`src/hw/rtl/kpr_pkg.sv`:
```
// Shared types and constants of the Kermit packet receiver.
package kpr_pkg;

	localparam int PADDR_W = 5;

	localparam logic [7:0] MARK_BYTE  = 8'h01;
	localparam logic [7:0] CHAR_BIAS  = 8'd32;
	localparam logic [7:0] CTRL_FLIP  = 8'h40;
	localparam logic [7:0] HIGH_FLIP  = 8'h80;
	localparam logic [7:0] LOW7_MASK  = 8'h7f;
	localparam logic [1:0] CHK_TWELVE = 2'd2;

	localparam logic [2:0] REG_CHECK_TYPE  = 3'd0;
	localparam logic [2:0] REG_CTRL_QUOTE  = 3'd1;
	localparam logic [2:0] REG_BIN_QUOTE   = 3'd2;
	localparam logic [2:0] REG_REPEAT_CHAR = 3'd3;
	localparam logic [2:0] REG_BIN_ON      = 3'd4;
	localparam logic [2:0] REG_REPEAT_ON   = 3'd5;

	localparam logic RESULT_DATA    = 1'b0;
	localparam logic RESULT_VERDICT = 1'b1;

	typedef enum logic [1:0] {
		PH_MARK = 2'd0,
		PH_LEN  = 2'd1,
		PH_BODY = 2'd2
	} phase_t;

	typedef struct packed {
		logic [1:0] check_type;
		logic [7:0] control_quote_char;
		logic [7:0] binary_quote_char;
		logic [7:0] repeat_prefix_char;
		logic       binary_quote_on;
		logic       repeat_on;
	} cfg_t;

	typedef struct packed {
		logic       result_kind;
		logic [7:0] data_value;
		logic [7:0] repeat_times;
		logic [7:0] sequence_value;
		logic [7:0] packet_kind_char;
		logic       check_passed;
	} res_t;

endpackage

```
`src/hw/rtl/kpr_cfg_regs.sv`:
```
// Configuration registers of the Kermit packet receiver behind an APB-style port.
module kpr_cfg_regs (
	input  logic                       clk,
	input  logic                       arst_n,
	input  logic                       psel,
	input  logic                       penable,
	input  logic                       pwrite,
	input  logic [kpr_pkg::PADDR_W-1:0] paddr,
	input  logic [31:0]                pwdata,
	output logic [31:0]                prdata,
	output logic                       pready,
	output kpr_pkg::cfg_t              cfg
);

	kpr_pkg::cfg_t cfg_q;
	logic          wr_en;
	logic [2:0]    reg_idx;

	assign pready  = 1'b1;
	assign wr_en   = psel & penable & pwrite & pready;
	assign reg_idx = paddr[4:2];
	assign cfg     = cfg_q;

	always_ff @(posedge clk or negedge arst_n) begin
		if (!arst_n) begin
			cfg_q.check_type         <= 2'd1;
			cfg_q.control_quote_char <= 8'd35;
			cfg_q.binary_quote_char  <= 8'd89;
			cfg_q.repeat_prefix_char <= 8'd126;
			cfg_q.binary_quote_on    <= 1'b0;
			cfg_q.repeat_on          <= 1'b0;
		end else if (wr_en) begin
			case (reg_idx)
				kpr_pkg::REG_CHECK_TYPE:  cfg_q.check_type         <= pwdata[1:0];
				kpr_pkg::REG_CTRL_QUOTE:  cfg_q.control_quote_char <= pwdata[7:0];
				kpr_pkg::REG_BIN_QUOTE:   cfg_q.binary_quote_char  <= pwdata[7:0];
				kpr_pkg::REG_REPEAT_CHAR: cfg_q.repeat_prefix_char <= pwdata[7:0];
				kpr_pkg::REG_BIN_ON:      cfg_q.binary_quote_on    <= pwdata[0];
				kpr_pkg::REG_REPEAT_ON:   cfg_q.repeat_on          <= pwdata[0];
				default: ;
			endcase
		end
	end

	always_comb begin
		case (reg_idx)
			kpr_pkg::REG_CHECK_TYPE:  prdata = {30'd0, cfg_q.check_type};
			kpr_pkg::REG_CTRL_QUOTE:  prdata = {24'd0, cfg_q.control_quote_char};
			kpr_pkg::REG_BIN_QUOTE:   prdata = {24'd0, cfg_q.binary_quote_char};
			kpr_pkg::REG_REPEAT_CHAR: prdata = {24'd0, cfg_q.repeat_prefix_char};
			kpr_pkg::REG_BIN_ON:      prdata = {31'd0, cfg_q.binary_quote_on};
			kpr_pkg::REG_REPEAT_ON:   prdata = {31'd0, cfg_q.repeat_on};
			default:                  prdata = 32'd0;
		endcase
	end

endmodule

```
`src/hw/rtl/kpr_decode.sv`:
```
// Packet framing, running sum, prefix decoding and verdicts: one line byte per cycle on fire.
module kpr_decode (
	input  logic          clk,
	input  logic          arst_n,
	input  kpr_pkg::cfg_t cfg,
	input  logic          fire,
	input  logic [7:0]    line_byte,
	output logic          res_valid,
	output kpr_pkg::res_t res
);

	kpr_pkg::phase_t phase_q, phase_d;
	logic [7:0]  rem_q, rem_d;
	logic [7:0]  pos_q, pos_d;
	logic [7:0]  len_q, len_d;
	logic [15:0] sum_q, sum_d;
	logic [7:0]  seq_q, seq_d;
	logic [7:0]  typ_q, typ_d;
	logic [7:0]  fc_q, fc_d;
	logic        cp_q, cp_d;
	logic        bp_q, bp_d;
	logic        rp_q, rp_d;
	logic [7:0]  rh_q, rh_d;

	logic       chk2;
	logic [1:0] chk;
	logic [8:0] pos_chk;
	logic       in_data;
	logic [7:0] low7;
	logic [7:0] dec_val;
	logic       emit;
	logic       pass;
	logic [7:0] c0_12;
	logic [7:0] c1_12;
	logic [5:0] fold6;
	logic [7:0] c0_6;

	always_ff @(posedge clk or negedge arst_n) begin
		if (!arst_n) begin
			phase_q <= kpr_pkg::PH_MARK;
			rem_q   <= 8'd0;
			pos_q   <= 8'd0;
			len_q   <= 8'd0;
			sum_q   <= 16'd0;
			seq_q   <= 8'd0;
			typ_q   <= 8'd0;
			fc_q    <= 8'd0;
			cp_q    <= 1'b0;
			bp_q    <= 1'b0;
			rp_q    <= 1'b0;
			rh_q    <= 8'd1;
		end else if (fire) begin
			phase_q <= phase_d;
			rem_q   <= rem_d;
			pos_q   <= pos_d;
			len_q   <= len_d;
			sum_q   <= sum_d;
			seq_q   <= seq_d;
			typ_q   <= typ_d;
			fc_q    <= fc_d;
			cp_q    <= cp_d;
			bp_q    <= bp_d;
			rp_q    <= rp_d;
			rh_q    <= rh_d;
		end
	end

	assign chk2    = (cfg.check_type == kpr_pkg::CHK_TWELVE);
	assign chk     = chk2 ? 2'd2 : 2'd1;
	assign pos_chk = {1'b0, pos_q} + {7'd0, chk};
	assign in_data = (pos_chk < {1'b0, len_q});
	assign low7    = line_byte & kpr_pkg::LOW7_MASK;

	// The sum never changes on the last byte, so the check uses the stored sum.
	assign c0_12 = {2'b00, sum_q[11:6]} + kpr_pkg::CHAR_BIAS;
	assign c1_12 = {2'b00, sum_q[5:0]} + kpr_pkg::CHAR_BIAS;
	assign fold6 = sum_q[5:0] + {4'd0, sum_q[7:6]};
	assign c0_6  = {2'b00, fold6} + kpr_pkg::CHAR_BIAS;

	always_comb begin
		if ({1'b0, len_q} < ({7'd0, chk} + 9'd2)) begin
			pass = 1'b0;
		end else if (chk2) begin
			pass = (fc_q == c0_12) && (line_byte == c1_12);
		end else begin
			pass = (line_byte == c0_6);
		end
	end

	always_comb begin
		phase_d   = phase_q;
		rem_d     = rem_q;
		pos_d     = pos_q;
		len_d     = len_q;
		sum_d     = sum_q;
		seq_d     = seq_q;
		typ_d     = typ_q;
		fc_d      = fc_q;
		cp_d      = cp_q;
		bp_d      = bp_q;
		rp_d      = rp_q;
		rh_d      = rh_q;
		dec_val   = line_byte;
		emit      = 1'b0;
		res_valid = 1'b0;
		res       = '0;

		if (line_byte == kpr_pkg::MARK_BYTE) begin
			phase_d = kpr_pkg::PH_LEN;
		end else begin
			case (phase_q)
				kpr_pkg::PH_LEN: begin
					len_d = line_byte - kpr_pkg::CHAR_BIAS;
					rem_d = line_byte - kpr_pkg::CHAR_BIAS;
					pos_d = 8'd0;
					sum_d = {8'd0, line_byte};
					seq_d = 8'd0;
					typ_d = 8'd0;
					fc_d  = 8'd0;
					cp_d  = 1'b0;
					bp_d  = 1'b0;
					rp_d  = 1'b0;
					rh_d  = 8'd1;
					if (line_byte == kpr_pkg::CHAR_BIAS) begin
						phase_d = kpr_pkg::PH_MARK;
						res_valid = 1'b1;
						res.result_kind = kpr_pkg::RESULT_VERDICT;
					end else begin
						phase_d = kpr_pkg::PH_BODY;
					end
				end
				kpr_pkg::PH_BODY: begin
					if (in_data) begin
						sum_d = sum_q + {8'd0, line_byte};
					end
					if (pos_q == 8'd0) begin
						seq_d = line_byte - kpr_pkg::CHAR_BIAS;
					end else if (pos_q == 8'd1) begin
						typ_d = line_byte;
					end else if (in_data) begin
						if (cp_q) begin
							if (low7 != cfg.control_quote_char &&
								!(cfg.binary_quote_on && low7 == cfg.binary_quote_char) &&
								!(cfg.repeat_on && low7 == cfg.repeat_prefix_char)) begin
								dec_val = line_byte ^ kpr_pkg::CTRL_FLIP;
							end
							emit = 1'b1;
						end else if (cfg.repeat_on && rp_q) begin
							rh_d = line_byte - kpr_pkg::CHAR_BIAS;
							rp_d = 1'b0;
						end else if (line_byte == cfg.control_quote_char) begin
							cp_d = 1'b1;
						end else if (cfg.binary_quote_on &&
							line_byte == cfg.binary_quote_char) begin
							bp_d = 1'b1;
						end else if (cfg.repeat_on && line_byte == cfg.repeat_prefix_char) begin
							rp_d = 1'b1;
						end else begin
							emit = 1'b1;
						end
						if (emit) begin
							cp_d = 1'b0;
							bp_d = 1'b0;
							rp_d = 1'b0;
							rh_d = 8'd1;
							if (rh_q != 8'd0) begin
								res_valid = 1'b1;
								res.result_kind  = kpr_pkg::RESULT_DATA;
								res.data_value   = (cfg.binary_quote_on && bp_q) ?
									(dec_val ^ kpr_pkg::HIGH_FLIP) : dec_val;
								res.repeat_times = rh_q;
							end
						end
					end else if (chk2 && (pos_q + 8'd2 == len_q)) begin
						fc_d = line_byte;
					end
					pos_d = pos_q + 8'd1;
					rem_d = rem_q - 8'd1;
					if (rem_q == 8'd1) begin
						phase_d = kpr_pkg::PH_MARK;
						res_valid = 1'b1;
						res = '0;
						res.result_kind      = kpr_pkg::RESULT_VERDICT;
						res.sequence_value   = seq_d;
						res.packet_kind_char = typ_d;
						res.check_passed     = pass;
					end
				end
				default: ;
			endcase
		end
	end

endmodule

```
`src/hw/rtl/kpr_out_fifo.sv`:
```
// Two-entry result buffer that drives the master-side stream.
module kpr_out_fifo (
	input  logic          clk,
	input  logic          arst_n,
	input  logic          push,
	input  kpr_pkg::res_t push_res,
	output logic          full,
	output logic          m_tvalid,
	input  logic          m_tready,
	output kpr_pkg::res_t head_res
);

	kpr_pkg::res_t slot_q [2];
	logic          head_q;
	logic [1:0]    count_q;
	logic          pop;
	logic          wr_ptr;

	assign full     = (count_q == 2'd2);
	assign m_tvalid = (count_q != 2'd0);
	assign pop      = m_tvalid & m_tready;
	assign wr_ptr   = head_q ^ count_q[0];
	assign head_res = slot_q[head_q];

	always_ff @(posedge clk) begin
		if (push) begin
			slot_q[wr_ptr] <= push_res;
		end
	end

	always_ff @(posedge clk or negedge arst_n) begin
		if (!arst_n) begin
			head_q  <= 1'b0;
			count_q <= 2'd0;
		end else begin
			if (pop) begin
				head_q <= ~head_q;
			end
			count_q <= count_q + {1'b0, push} - {1'b0, pop};
		end
	end

	a_count_bound: assert property (@(posedge clk) disable iff (!arst_n)
		count_q != 2'd3)
		else $error("result buffer count out of range");

	a_no_push_full: assert property (@(posedge clk) disable iff (!arst_n)
		push |-> !full)
		else $error("word pushed into a full result buffer");

	a_count_track: assert property (@(posedge clk) disable iff (!arst_n)
		(push && !pop && count_q == 2'd0) |=> (count_q == 2'd1))
		else $error("result buffer lost a pushed word");

endmodule

```
`src/hw/rtl/kermit_packet_receiver.sv`:
```
// Top level of the Kermit packet receiver: input register, decoder and result buffer.
//
// Line bytes enter on the slave stream (s_tdata[7:0]), one word per byte.
// MARK (0x01) starts a packet; LEN, SEQ, TYPE, data and one or two check
// characters follow. Each decoded data byte leaves on the master stream with
// m_tuser low, carrying the byte and its repeat count. The last byte of a
// packet yields a verdict word with m_tuser high, carrying SEQ, TYPE and the
// check result. Data words of a failed packet must be discarded by the user.
// A byte is registered on acceptance, decoded once the output buffer has room
// and its result is written into a two-entry output buffer that drives m_tvalid.
// One byte is accepted per cycle for as long as the output buffer is not full;
// s_tready is driven from registers only. When the receiver of the master
// stream stalls, the buffer fills and s_tready drops after at most two held
// words, with no word lost. Nothing in the block guards register writes: the
// user must write registers over the APB-style port only while no packet is
// active. Reset clears the framing state and loads the register defaults (one
// check character, quotes '#', 'Y', '~', eight-bit quoting and repeats off).
module kermit_packet_receiver (
	input  logic                        clk,
	input  logic                        arst_n,
	input  logic                        s_tvalid,
	output logic                        s_tready,
	input  logic [7:0]                  s_tdata,   // [7:0] line_byte
	output logic                        m_tvalid,
	input  logic                        m_tready,
	output logic [39:0]                 m_tdata,   // [7:0] data_value, [15:8] repeat_times,
	                                               // [23:16] sequence_value,
	                                               // [31:24] packet_kind_char, [32] check_passed
	output logic [0:0]                  m_tuser,   // [0] result_kind
	input  logic                        psel,
	input  logic                        penable,
	input  logic                        pwrite,
	input  logic [kpr_pkg::PADDR_W-1:0] paddr,
	input  logic [31:0]                 pwdata,
	output logic [31:0]                 prdata,
	output logic                        pready
);

	kpr_pkg::cfg_t cfg;
	kpr_pkg::res_t dec_res;
	kpr_pkg::res_t head_res;
	logic          dec_valid;
	logic          valid_s1;
	logic [7:0]    byte_s1;
	logic          fifo_full;
	logic          advance;

	assign advance  = valid_s1 & ~fifo_full;
	assign s_tready = ~valid_s1 | advance;

	always_ff @(posedge clk or negedge arst_n) begin
		if (!arst_n) begin
			valid_s1 <= 1'b0;
		end else if (s_tvalid && s_tready) begin
			valid_s1 <= 1'b1;
		end else if (advance) begin
			valid_s1 <= 1'b0;
		end
	end

	always_ff @(posedge clk) begin
		if (s_tvalid && s_tready) begin
			byte_s1 <= s_tdata;
		end
	end

	kpr_cfg_regs u_cfg (
		.clk     (clk),
		.arst_n  (arst_n),
		.psel    (psel),
		.penable (penable),
		.pwrite  (pwrite),
		.paddr   (paddr),
		.pwdata  (pwdata),
		.prdata  (prdata),
		.pready  (pready),
		.cfg     (cfg)
	);

	kpr_decode u_decode (
		.clk       (clk),
		.arst_n    (arst_n),
		.cfg       (cfg),
		.fire      (advance),
		.line_byte (byte_s1),
		.res_valid (dec_valid),
		.res       (dec_res)
	);

	kpr_out_fifo u_out (
		.clk      (clk),
		.arst_n   (arst_n),
		.push     (advance & dec_valid),
		.push_res (dec_res),
		.full     (fifo_full),
		.m_tvalid (m_tvalid),
		.m_tready (m_tready),
		.head_res (head_res)
	);

	assign m_tuser = head_res.result_kind;
	assign m_tdata = {7'd0, head_res.check_passed, head_res.packet_kind_char,
		head_res.sequence_value, head_res.repeat_times, head_res.data_value};

endmodule

```
`config.mk`:
```
export PLATFORM = sky130hd
export DESIGN_NAME = kermit_packet_receiver
export DESIGN_NICKNAME = d
export VERILOG_FILES = /design/src/hw/rtl/kpr_pkg.sv /design/src/hw/rtl/kpr_cfg_regs.sv /design/src/hw/rtl/kpr_decode.sv /design/src/hw/rtl/kpr_out_fifo.sv /design/src/hw/rtl/kermit_packet_receiver.sv
export SDC_FILE = /design/constraint.sdc
export NUM_CORES = 1
export LEC_CHECK = 0
export ABC_AREA = 1
export BUFFER_PORTS_ARGS = -buffer_cell sky130_fd_sc_hd__buf_4
export CORE_MARGIN = 2
export CORE_UTILIZATION = 40
export CTS_CLUSTER_DIAMETER = 50
export DETAILED_ROUTE_END_ITERATION = 8
export PLACE_DENSITY_LB_ADDON = 0.15
export SLEW_MARGIN = 40
export SYNTH_ARGS = -nofsm -noshare
export SYNTH_HDL_FRONTEND = slang
export SYNTH_SLANG_ARGS = --single-unit
```
`constraint.sdc`:
```
create_clock -name clk -period 4.84 [get_ports clk]
set_input_delay 0.242 -clock clk [delete_from_list [all_inputs] [get_ports clk]]
set_output_delay 0.242 -clock clk [all_outputs]
set_load 0.01 [all_outputs]
```
== Word level (Yosys, flattened, before mapping) ==
Memory sizes are Yosys's and may differ from the RTL's.
Cells that the tools add are included.
Storage, ports and cells
  bits in registers: 117
  memory bits (writable): 68
  memories: 1
Operators by class
  add/subtract/negate cells: 13
  $lt $le $gt $ge: 2
  eq/ne operators: 37
  mux-type cells: 96
  bitwise operators: 13
  reductions and logical operators: 35
Memory list
  u_out.slot_q: depth 2, width 34, rd ports 1, clocked after Yosys merged registers in 0, wr ports 1, RTL line kpr_out_fifo.sv:13  | kpr_pkg::res_t slot_q [2];
Operators with widths (number)
  8-bit 2-to-1 mux: 19
  8-bit case mux with 2 select lines: 6
  17-bit 2-to-1 mux: 4
  34-bit 2-to-1 mux: 2
  1-bit 2-to-1 mux: 48
  8-bit case mux with 6 select lines: 1
  8-bit == test: 5
  33-bit 2-to-1 mux: 1
  16-bit 2-to-1 mux: 2
  16-bit case mux with 2 select lines: 1
  8-bit by 1-bit == test with 1-bit output, second input constant: 3
  6-bit by 6-bit adder with 7-bit output, second input constant: 3
  10-bit AND reduction: 2
  16-bit by 8-bit adder with 16-bit output: 1
  7-bit by 8-bit == test with 1-bit output: 2
  8-bit by 7-bit == test with 1-bit output: 2
  7-bit 2-to-1 mux: 2
  2-bit AND reduction: 6
  1-bit logical AND: 11
  1-bit case mux with 2 select lines: 5
  8-bit by 2-bit adder with 9-bit output: 1
  8-bit by 9-bit < comparator with 1-bit output: 1
  9-bit by 8-bit < comparator with 1-bit output: 1
  3-bit by 1-bit != test with 1-bit output, second input constant: 3
  other kinds (37): 64

== Depth between registers and ports, before layout ==
Gate-level depths: netlist of the first run.
  depth after elaboration: 22
  gate-level depth with buffers: 28
  gate-level depth less buffers: 28

== By module ==
From an unflattened synthesis of the first run, not the netlist that was laid out.
Second synthesis, totals
  cell total of the unflattened synthesis: 1243
  area, all modules: 10397.5 sq um
By module, submodules not included
  kpr_decode: instances 1, cells each 819, area an instance 5746.8 sq um
  kpr_out_fifo: instances 1, cells each 205, area an instance 2696.3 sq um
  kpr_cfg_regs: instances 1, cells each 193, area an instance 1595.3 sq um
  kermit_packet_receiver: instances 1, cells each 26, area an instance 359.1 sq um

== Least setup slack after synthesis of the first run ==
Ideal clock, no wire load.
  path kind: reg2reg
  start point: register u_cfg.cfg_q, in the netlist u_cfg.cfg[26]
  end point: memory u_out.slot_q[1][0] (netlist name), enable pin
  data arrival time: 4.128 ns
  data required time: 4.403 ns
  setup slack: 0.276 ns
  stages on the path, launching flop included: 20
  buffers on the path: 0
  path through: dfstp_2 -> nor2_2 -> inv_1 -> nand2_1 -> nand2_1 -> inv_1 -> ha_1 -> inv_1 -> nand2_1 -> xor2_1 -> ha_1 -> a21oi_1 -> nand2_1 -> nand2_1 -> nand2_1 -> nand2_1 -> nand2_1 -> a21oi_1 -> nand4_1 -> a21oi_1
Between the ends
  longest elaborated chain between the ends: 13
RTL lines
  start: declaration: RTL line kpr_cfg_regs.sv:15  | kpr_pkg::cfg_t cfg_q;
  2-bit == test: RTL line kpr_decode.sv:68  | assign chk2 = (cfg.check_type == kpr_pkg::CHK_TWELVE);
  2-bit 2-to-1 mux: RTL line kpr_decode.sv:69  | assign chk = chk2 ? 2'd2 : 2'd1;
  8-bit by 2-bit adder with 9-bit output: RTL line kpr_decode.sv:70  | assign pos_chk = {1'b0, pos_q} + {7'd0, chk};
  9-bit by 8-bit < comparator with 1-bit output: RTL line kpr_decode.sv:71  | assign in_data = (pos_chk < {1'b0, len_q});
  1-bit 2-to-1 mux: RTL line kpr_decode.sv:140  | end else if (in_data) begin
  1-bit 2-to-1 mux: RTL line kpr_decode.sv:138  | end else if (pos_q == 8'd1) begin
  1-bit 2-to-1 mux: RTL line kpr_decode.sv:136  | if (pos_q == 8'd0) begin
  1-bit 2-to-1 mux: RTL line kpr_decode.sv:179  | if (rem_q == 8'd1) begin
  1-bit case mux with 2 select lines: RTL line kpr_decode.sv:111  | case (phase_q)
  1-bit 2-to-1 mux: RTL line kpr_decode.sv:108  | if (line_byte == kpr_pkg::MARK_BYTE) begin
  1-bit AND: RTL line kermit_packet_receiver.sv:93  | .push (advance & dec_valid),
  1-bit 2-to-1 mux: RTL line kpr_out_fifo.sv:26  | if (push) begin
  1-bit 2-to-1 mux (not written as such): RTL line kpr_out_fifo.sv:27  | slot_q[wr_ptr] <= push_res;
  end: declaration: RTL line kpr_out_fifo.sv:13
Every way passes these cells.

== Worst setup path in the final report of the first run ==
  start point: register u_cfg.cfg_q, in the netlist u_cfg.cfg[27]
  end point: register u_out.count_q[1]
Between the ends
  longest elaborated chain between the ends: 13
RTL lines
  2-bit == test: RTL line kpr_decode.sv:68
  2-bit 2-to-1 mux: RTL line kpr_decode.sv:69
  8-bit by 2-bit adder with 9-bit output: RTL line kpr_decode.sv:70
  9-bit by 8-bit < comparator with 1-bit output: RTL line kpr_decode.sv:71
  1-bit 2-to-1 mux: RTL line kpr_decode.sv:140
  1-bit 2-to-1 mux: RTL line kpr_decode.sv:138
  1-bit 2-to-1 mux: RTL line kpr_decode.sv:136
  1-bit 2-to-1 mux: RTL line kpr_decode.sv:179
  1-bit case mux with 2 select lines: RTL line kpr_decode.sv:111
  1-bit 2-to-1 mux: RTL line kpr_decode.sv:108
  1-bit AND: RTL line kermit_packet_receiver.sv:93
  2-bit by 1-bit adder with 2-bit output: RTL line kpr_out_fifo.sv:39  | count_q <= count_q + {1'b0, push} - {1'b0, pop};
  2-bit by 1-bit subtractor with 2-bit output: RTL line kpr_out_fifo.sv:39
  end signal: assignment: RTL line kpr_out_fifo.sv:39
  end: declaration: RTL line kpr_out_fifo.sv:15  | logic [1:0] count_q;
Every way passes these cells.
A chain may end at the register's enable or synchronous reset.

==> impl_metrics.tcl, run 1 <==
set metrics [dict create \
    p_comb_share_pct 39.3 \
    startpoint_type "flip-flop" \
    htree_levels 4 \
    synth_compound_area_share_pct 8.73 \
    clkTransAtPathRegs_ns 0.08 \
    worst_pin_slew_ns 0.751 \
    crit_path_end_kind "flip-flop" \
    numCtsBuffers 17 \
    clock_sinks 181 \
    place_ws_ns 0.649 \
    switching_share_pct 43.1 \
    period_share_pct 86.5 \
    rsz0062_at_grt "no" \
    grt_pass1_wl_um 41700 \
    wirelength_um 25900 \
    synthMuxAreaShare_pct 0.108 \
    synth_xor_area_share_pct 3.94 \
    r2r_setup_slack_ns 0.66 \
    crit_end "u_out.count_q[1]" \
    synth_top_cell_by_area "edfxtp_1" \
    drtPass1Iterations 5 \
    post-cts-setup-buffers 0 \
    timing.final.max_slew_violations 0 \
    synth.area.top_cells "edfxtp_1, dfrtp_1, nand2_1" \
    setup_tns_ns 0 \
    synth_edf_count 76 \
    synthSimpleGateAreaFrac_pct 26.3 \
    p_per_area_nw_per_um2 491 \
    postSynthCellCount 1278 \
    dieArea_um2 27400 \
    die_w_um 166 \
    ant_nets 0 \
    synth_fa_ha_area_share_pct 4.10 \
    cts-root-buf "clkbuf_16" \
    vias_per_cell 4.87 \
    synth_top_family_by_area "simple AND/OR/NAND/NOR gates" \
    reg2reg_from "u_cfg.cfg[27]" \
    setup_viol 0 \
    clockPowerShare_pct 24.4 \
    worst_slack_ns 0.655 \
    hpwl_um 18600 \
    antenna_found_initial 0 \
    clk_latency_ns 0.44 \
    final_nets 1433 \
    vias 8261 \
    yosysUniqueCellTypes 52 \
    gr-total-overflow 0 \
    post-route-drc-count 0 \
    io_pins 128 \
    detail_route.wl_per_cell_um 15.3 \
    ys.flop_type "dfrtp_1" \
    place_congestion 0.893 \
    power_frac_seq_pct 36.3 \
    area_growth_pct 13.8 \
    grt_pass1_vias 7847 \
    skew_ns 0.0168 \
    diodes 0 \
    yosysWarningCount 0 \
    ys_seq_area_share_pct 47.2 \
    core.rowCount 59 \
    synth_area_per_cell_um2 8.17 \
    drt_iter0_markers 655 \
    finalHoldViolCount 0 \
    hp-class "primary input to flip-flop" \
    yosysMostFrequentCell "nand2_1" \
    max_freq_mhz 239 \
    path_max_fanout 5 \
    outcome "finished, final reports clean" \
    crit_type "flip-flop to flip-flop" \
    slew_headroom_pct 49.9 \
    p_int_w 0.00332 \
    p_leak_nw 5.64 \
    synth_commonest_cells "nand2_1, inv_1, nor2_1" \
    critical_path_arrival_ns 4.53 \
    start_util_pct 40.4 \
    cts_tree "yes" \
    ff2ff_path_depth 24 \
    crit-reg2reg-capture "u_out.count_q[1]" \
    drive_gt1_share_pct 13.2 \
    cp-startpoint "u_cfg.cfg[27]" \
    grtUsageTotal_pct 19.8 \
    yosysTopAreaCellShare_pct 21.9 \
    vdd_drop_max_v 0.000242 \
    cap_violations 0 \
    synthArstFlopShare_pct 58.0 \
    port_buffers 69 \
    synth_seq_cells 181 \
    die_h_um 166 \
    syn_area_um2 10400 \
    core_area_um2 25800 \
    clockBufferDepth 2 \
    switchingPower_w 0.00251 \
    grt_max_degree 67 \
    critPathRequiredTime_ns 5.19 \
    period_needed_ns 4.18 \
]
-- power by group through the flow --
stage / Sequential (W) / Clock, W / Combinational (W)
3_3_place_gp: 0.00214 / 0 / 0.00225
2_1_floorplan: 0.00203 / 0 / 0.00175
3_5_place_dp: 0.00214 / 0 / 0.00229
5_1_grt: 0.00215 / 0.00152 / 0.00262
6_report: 0.00212 / 0.00142 / 0.00229
4_1_cts: 0.00212 / 0.00145 / 0.00231
-- area by class of cell --
cell class              count  area (µm²)
clock buffers              17         425
multi-input cells         915        4660
inverters                 145         556
clock inverters            15         193
well taps                 335         419
flip-flops and latches    181        4930
repair buffers             88         691
fillers                  2528       14000
-- critical path: stages, from the launching register on --
cell	delay, ns
dfrtp_1	0.33
inv_1	0.07
nor2_2	0.24
inv_1	0.16
ha_1	0.24
ha_1	0.18
inv_1	0.05
nand2_1	0.11
xor2_1	0.17
ha_1	0.31
a21oi_1	0.15
nand2_1	0.07
nand2_1	0.06
nand2_1	0.04
nand2_1	0.05
nand2_1	0.06
a21oi_1	0.42
nand4_1	0.36
nand2_1	0.15
inv_1	0.05
ha_1	0.26
inv_1	0.04
ha_1	0.19
xnor2_1	0.16
xor2_1	0.18
-- layer usage --
| layer | GRT usage (%) | part of all wire [%] | vias up |
|---|---|---|---|
| met5 | 0 | 0 | - |
| met4 | 5.37 | 1.5 | 0 |
| met3 | 2.82 | 4.4 | 34 |
| met2 | 31.9 | 46 | 202 |
| met1 | 28.0 | 48 | 3800 |
| li1 | - | - | 4225 |
-- per-stage QoR --
| step | hold WS (ns) | instance area [µm²] | power, W | std cells | util [%] |
|---|---|---|---|---|---|
| 3_5_place_dp | 0.273 | 11200 | 0.00444 | 1655 | 43.2 |
| 6_report | 0.0359 | 11900 | 0.00583 | 1696 | 45.9 |
| 5_1_grt | 0.0470 | 11900 | 0.00629 | 1696 | 45.9 |
| 4_1_cts | 0.0173 | 11900 | 0.00587 | 1696 | 45.9 |
| 3_3_place_gp | 0.412 | 11100 | 0.00440 | 1654 | 43.1 |
| 2_1_floorplan | -0.0536 | 10500 | 0.00378 | 1308 | - |
-- placed cells by master, fill, tap and decap left out, drive strengths merged, types with 30 or more instances in the layout --
master	synthesis	layout
dfrtp	90	90
nand2	415	415
a21oi	30	30
edfxtp	76	76
ha	31	31
conb	2	32
nor2	114	114
nand3	55	55
buf	52	79
xor2	32	32
inv	144	151
o21ai	110	110
-- sequential cells by signal (all words and copies together) (netlist names), 2 cells and up --
signal,cells
u_decode.typ_q,8
u_decode.len_q,8
u_decode.sum_q,12
u_decode.seq_q,8
u_decode.pos_q,8
u_decode.rh_q,8
u_decode.rem_q,8
u_out.slot_q,68
u_decode.phase_q,2
byte_s1,8
u_cfg.cfg,28
u_decode.fc_q,8
u_out.count_q,2
-- worst min-delay path by stage --
stage          startpoint           endpoint  slack (ns)  depth (start not counted)
4_1_cts         pwdata[1]      u_cfg.cfg[27]        0.02                          3
2_1_floorplan      arst_n       u_cfg.cfg[0]       -0.05                          0
5_1_grt         pwdata[0]       u_cfg.cfg[0]        0.05                          3
3_3_place_gp       arst_n  u_decode.sum_q[8]        0.41                          1
6_report        pwdata[1]      u_cfg.cfg[27]        0.04                          3
3_5_place_dp       arst_n  u_decode.sum_q[8]        0.27                          1
-- logic make-up (layout without fill, tap and decap cells) --
group,Yosys count,after routing
AO/OA/AOI/OAI,167,167
XOR/XNOR,47,47
adder cells (fa/ha/maj),33,33
buffers and inverters,212,265
flip-flops,181,181
multiplexers,1,1
other,2,32
AND/OR/NAND/NOR,635,635
-- what timing repair did --
action | in CTS | in global routing
endpoints found under the setup margin | 0 | 0
endpoints found under the hold margin | 58 | 0
resized for setup | 0 | 0
hold buffers | 9 | 0
Note: power is estimated with default switching activity, not from simulation.
==> run 2, diff against run 1 <==
- clock period: 4.84 -> 4.6 ns (I/O delays scaled with it)
==> run 2 against run 1 <==
  * Via count increased by 0.44%
  * Power increased by 5.3%
  * Register-to-register slack got worse by 0.17 ns
  * Cell count about the same
  * Die area unchanged
  * Sequential power increased by 5%
==> impl_metrics.tcl, run 2 (synthesis results as in run 1) <==
set metrics [dict create \
    fin_area_um2 11900 \
    p_leak_nw 5.64 \
    detail_route.wl_per_cell_um 15.4 \
    timing.final.max_slew_violations 0 \
    crit-reg2reg-capture "u_out.count_q[1]" \
    area_growth_pct 13.9 \
    critical_path_arrival_ns 4.47 \
    hp-start "pwdata[0]" \
    vias 8297 \
    top_register "u_out.slot_q" \
    total_power_w 0.00614 \
    period_share_pct 89.5 \
    period_needed_ns 4.12 \
    core_area_um2 25800 \
    largest_reg_flops 68 \
    vias_per_cell 4.89 \
    wl_met3_um 1060 \
    path_max_fanout 5 \
    critPathRequiredTime_ns 4.95 \
    met2RoutedLength_um 11900 \
    dieArea_um2 27400 \
    layout_common_cells "nand2_1, inv_1, nor2_1" \
    reg2reg_from "u_cfg.cfg[26]" \
    place_area_um2 11200 \
    slew_headroom_pct 47.4 \
    crit_path_end_kind "flip-flop" \
    clockBufferDepth 2 \
    final_nets 1432 \
    port_buffers 69 \
    hp-class "primary input to flip-flop" \
    holdPathStages 3 \
    fin_cells 1695 \
    drive_gt1_share_pct 13.1 \
    wirelength_um 26200 \
    m1WireLength_um 12700 \
    die_h_um 166 \
    place_inst 1654 \
    clk_latency_ns 0.44 \
    place_congestion 0.893 \
    cts_tree "yes" \
    drtPass1Iterations 5 \
    grt_pass1_wl_um 42300 \
    outcome "finished, final reports clean" \
    cap_violations 0 \
    clock_sinks 181 \
    grtUsageTotal_pct 20.1 \
    top_layer "met4" \
    htree_levels 4 \
    ff2ff_path_depth 23 \
    vdd_drop_max_v 0.000235 \
    drt_iter0_markers 610 \
    grt_max_degree 68 \
    p_per_area_nw_per_um2 517 \
    final_common_cell "nand2_1" \
    r2r_setup_slack_ns 0.48 \
    hpwl_um 18700 \
    core.rowCount 59 \
    grt_pass1_vias 7927 \
    gr-total-overflow 0 \
    setup_viol 0 \
    finalHoldViolCount 0 \
    crit_type "flip-flop to flip-flop" \
    rsz0062_at_grt "no" \
    min_to "u_cfg.cfg[0]" \
    io_pins 128 \
    whs_ns 0.0298 \
    numCtsBuffers 17 \
    ant_nets 0 \
    clkTransAtPathRegs_ns 0.08 \
    post-route-drc-count 0 \
    antenna_found_initial 0 \
    start_util_pct 40.4 \
    die_w_um 166 \
    worst_pin_slew_ns 0.789 \
    diodes 0 \
    setup_tns_ns 0 \
    skew_ns 0.0191 \
    max_freq_mhz 243 \
    cts-root-buf "clkbuf_16" \
    startpoint_type "flip-flop" \
]
-- run 2: changes by cell type in the layout (fill, tap and decap cells not counted) --
cell / before / now
buf_12: 0 / 2
buf_4: 77 / 75
buf_6: 2 / 1
clkinv_8: 5 / 6
inv_6: 1 / 0
nor2_1: 105 / 106
nor2_2: 6 / 5
-- run 2: area by class of cell --
| class | count | area (µm²) |
|---|---|---|
| clock buffers | 17 | 425 |
| clock inverters | 15 | 200 |
| fillers | 2600 | 13900 |
| inverters | 145 | 556 |
| multi-input cells | 915 | 4660 |
| flip-flops and latches | 181 | 4930 |
| well taps | 335 | 419 |
| repair buffers | 87 | 704 |
-- run 2: how the worst max path moves through the flow --
stage	cells after the start	endpoint	from	slack, ns
2_1_floorplan	19	u_out.slot_q[1][0]	u_cfg.cfg[26]	0.04
3_3_place_gp	23	u_out.count_q[1]	u_cfg.cfg[26]	0.60
3_5_place_dp	23	u_out.count_q[1]	u_cfg.cfg[26]	0.53
4_1_cts	23	u_out.count_q[1]	u_cfg.cfg[26]	0.47
5_1_grt	26	u_out.count_q[1]	u_cfg.cfg[27]	0.09
6_report	23	u_out.count_q[1]	u_cfg.cfg[26]	0.48
-- run 2: repair_timing --
action,CTS,global route
hold endpoints to repair,71,0
gates resized for setup,0,0
setup buffers,0,0
hold buffers,9,0
-- run 2: metal layers --
metal / up-vias / global-route usage (%)
met5: - / 0
met4: 0 / 5.92
met3: 31 / 2.92
met2: 189 / 32.4
met1: 3863 / 28.2
li1: 4214 / -
-- run 2: worst max-delay path: stages, from the launching register on --
cell	delay, ns
dfstp_2	0.38
nor2_2	0.26
inv_1	0.16
ha_1	0.24
ha_1	0.18
inv_1	0.05
nand2_1	0.11
xor2_1	0.17
ha_1	0.31
a21oi_1	0.15
nand2_1	0.07
nand2_1	0.05
nand2_1	0.05
nand2_1	0.05
nand2_1	0.06
a21oi_1	0.35
nand4_1	0.34
nand2_1	0.14
inv_1	0.05
ha_1	0.26
inv_1	0.04
ha_1	0.20
xnor2_1	0.17
xor2_1	0.18
-- run 2: per-stage QoR --
| step | setup WS (ns) | utilization (%) |
|---|---|---|
| 2_1_floorplan | 0.0358 | - |
| 3_3_place_gp | 0.602 | 43.2 |
| 3_5_place_dp | 0.529 | 43.2 |
| 4_1_cts | 0.467 | 46.0 |
| 5_1_grt | 0.0932 | 46.0 |
| 6_report | 0.483 | 46.0 |
-- run 2: where the power goes --
part	internal, W	switching, W
clock	0.000749	0.000763
combinational	0.000792	0.00161
sequential	0.00195	0.000278
total	0.00350	0.00265
==> run 3, diff against run 2 <==
- ABC_AREA: 1 -> 0
==> run 3 against run 2 <==
  * Clock-buffer cell count unchanged
  * Cell area decreased by 0.99%
  * Wire length decreased by 5.9%
  * Cell count decreased by 21%
  * Maximum frequency decreased by 4.4%
  * Synthesized cell count decreased by 27%
  * Critical endpoint unchanged
  * Global-route usage decreased by 1.2 points
  * Hold slack improved by 0.015 ns
==> impl_metrics.tcl, run 3 <==
set metrics [dict create \
    period_share_pct 93.6 \
    synth_seq_cells 181 \
    timing.final.max_slew_violations 0 \
    ff2ff_path_depth 16 \
    ys.flop_type "dfrtp_1" \
    place_congestion 0.822 \
    total_power_w 0.00645 \
    crit_type "flip-flop to flip-flop" \
    yosysTopAreaCellShare_pct 22.2 \
    antenna_found_initial 0 \
    io_pins 128 \
    numCtsBuffers 17 \
    drtPass1Iterations 4 \
    place_ws_ns 0.265 \
    cap_violations 0 \
    ys_seq_area_share_pct 48.0 \
    layout_common_cells "dfrtp_1, buf_4, edfxtp_1" \
    skew_ns 0.0101 \
    rsz0062_at_grt "no" \
    post-cts-setup-buffers 0 \
    vdd_drop_max_v 0.000226 \
    crit_path_end_kind "flip-flop" \
    path_max_fanout 6 \
    top_register "u_out.slot_q" \
    htree_levels 4 \
    ant_nets 0 \
    worst_pin_slew_ns 0.799 \
    p_int_w 0.00391 \
    hp-start "pwdata[2]" \
    period_needed_ns 4.30 \
    grt_pass1_wl_um 39400 \
    drt_iter0_markers 344 \
    die_w_um 164 \
    whs_ns 0.0446 \
    core_area_um2 25200 \
    final_common_cell "dfrtp_1" \
    reg2reg_from "u_cfg.cfg[27]" \
    synth_edf_count 76 \
    max_freq_mhz 232 \
    hpwl_um 17000 \
    synthArstFlopShare_pct 58.0 \
    switching_share_pct 39.4 \
    gr-total-overflow 0 \
    syn_area_um2 10300 \
    detail_route.wl_per_cell_um 18.4 \
    drive_gt1_share_pct 24.6 \
    seq_area_um2 4930 \
    final_util_pct 46.7 \
    diodes 0 \
    dieArea_um2 27000 \
    synth_top_cell_by_area "edfxtp_1" \
    area_growth_pct 14.7 \
    post-route-drc-count 0 \
    grtUsageTotal_pct 18.9 \
    clk_latency_ns 0.43 \
    clockPowerShare_pct 23.4 \
    setup_tns_ns 0 \
    slew_headroom_pct 46.5 \
    p_leak_nw 4.89 \
    p_comb_share_pct 39.8 \
    fill_cells 2332 \
    p_per_area_nw_per_um2 548 \
    postSynthCellCount 930 \
    clock_sinks 181 \
    outcome "finished, final reports clean" \
    startpoint_type "flip-flop" \
    cts-root-buf "clkbuf_16" \
    path_cells "nor2b_1, inv_1, ha_1, ha_1, nor2_1, xnor2_1, ha_1, o21a_1, o211ai_1, nand3_1, o32a_1, ha_1, inv_1, ha_1, xnor2_1, xnor2_1" \
    crit-reg2reg-capture "u_out.count_q[1]" \
    port_buffers 69 \
    start_util_pct 40.7 \
    min_to "u_cfg.cfg[12]" \
    largest_reg_flops 68 \
    synth_area_per_cell_um2 11.0 \
    synth_commonest_cells "dfrtp_1, edfxtp_1, nand2_1" \
    critPathRequiredTime_ns 4.96 \
    clkTransAtPathRegs_ns 0.08 \
    die_h_um 164 \
    vias 7193 \
    synth.area.top_cells "edfxtp_1, dfrtp_1, mux2_2" \
    holdPathStages 2 \
    vias_per_cell 5.36 \
    wirelength_um 24600 \
    path_common_cell "ha_1" \
    critical_path_arrival_ns 4.67 \
    yosysUniqueCellTypes 82 \
    final_nets 1083 \
    worst_slack_ns 0.296 \
    power_frac_seq_pct 36.8 \
    cp.buffers_inverters 2 \
    yosysMostFrequentCell "dfrtp_1" \
    cts_tree "yes" \
    yosysWarningCount 0 \
    finalHoldViolCount 0 \
    cp_slowest_cell "o32a_1" \
    switchingPower_w 0.00254 \
    grt_max_degree 68 \
    clockBufferDepth 2 \
    hp-class "primary input to flip-flop" \
    multi_input_area_um2 4900 \
    grt_pass1_vias 7010 \
    cp_top_family "adder cells" \
    setup_viol 0 \
    core.rowCount 58 \
    slowest_delay_ns 0.47 \
    r2r_setup_slack_ns 0.30 \
]
==> run 3: cell count changes in the layout (fill, tap and decap cells not counted), moves of 14 or more <==
cell     previous run  this run
a22o_1              0        24
and2_1              0        17
inv_1             132        25
mux2_2              1        71
mux2i_1             0        14
nand2_1           403        74
nand3_1            48        20
nor2_1            106        58
o21ai_0            97        47
xnor2_1            15        42
xor2_1             32        18
==> run 3: final cells by class <==
type,instances,area share [%]
inverter,26,0.829
clock inverter,15,1.64
sequential,181,41.9
clock buffer,17,3.61
tap,330,3.51
multi-input combinational,671,41.6
timing repair buffer,101,6.90
==> run 3: how the worst max path moves through the flow <==
stage	slack, ns	depth (start not counted)	endpoint	start
2_1_floorplan	0.31	13	u_out.slot_q[1][0]	u_cfg.cfg[27]
3_3_place_gp	0.38	17	u_out.count_q[1]	u_cfg.cfg[27]
3_5_place_dp	0.27	18	u_out.count_q[1]	u_cfg.cfg[27]
4_1_cts	0.25	18	u_out.count_q[1]	u_cfg.cfg[27]
5_1_grt	0.0007	16	u_out.count_q[1]	u_cfg.cfg[27]
6_report	0.30	16	u_out.count_q[1]	u_cfg.cfg[27]
==> run 3: power by group through the flow <==
| stage | Combinational, W | Sequential (W) | Clock (W) |
|---|---|---|---|
| after global routing | 0.00287 | 0.00241 | 0.00163 |
| after CTS | 0.00259 | 0.00237 | 0.00155 |
| after detailed placement | 0.00257 | 0.00240 | 0 |
| after global placement | 0.00254 | 0.00239 | 0 |
| after floorplan | 0.00196 | 0.00227 | 0 |
| final | 0.00257 | 0.00237 | 0.00151 |
==> run 3: cells by family (layout without fill, tap and decap cells) <==
group | count (synthesis) | in the layout | synth area share [%]
adders and majority gates | 34 | 34 | 4.27
other | 2 | 32 | 0.0732
AOI/OAI and AO/OA | 185 | 185 | 13.4
buffers and inverters | 108 | 159 | 5.50
DFF | 181 | 181 | 48.0
and+or+nand+nor | 272 | 272 | 13.9
muxes | 88 | 88 | 9.71
xor gates and xnor gates | 60 | 60 | 5.12
==> run 3: metal layers <==
metal | part of all wire [%] | GRT usage, % | vias up
met5 | 0 | 0 | -
met4 | 1.5 | 5.58 | 0
met3 | 3.0 | 2.70 | 24
met2 | 47 | 30.6 | 146
met1 | 49 | 26.5 | 3545
li1 | - | - | 3478
==> run 3: metrics by stage <==
| step | std cells | cell area, µm² |
|---|---|---|
| 4_1_cts | 1341 | 11800 |
| 5_1_grt | 1341 | 11800 |
| 2_1_floorplan | 960 | 10400 |
| 6_report | 1341 | 11800 |
| 3_3_place_gp | 1299 | 11000 |
| 3_5_place_dp | 1299 | 11000 |
==> run 3: what timing repair did <==
item                                   4_1_cts  5_1_grt
resized for setup                            0        1
hold buffers                                10        0
setup endpoints to repair                    0        1
endpoints found under the hold margin       61        0
==> run 3: worst reg2reg max path, stage by stage (launching register included) <==
cell,delay [ns]
dfrtp_1,0.39
nor2b_1,0.28
inv_1,0.22
ha_1,0.26
ha_1,0.20
nor2_1,0.22
xnor2_1,0.17
ha_1,0.26
o21a_1,0.20
o211ai_1,0.46
nand3_1,0.24
o32a_1,0.47
ha_1,0.32
inv_1,0.04
ha_1,0.19
xnor2_1,0.17
xnor2_1,0.13
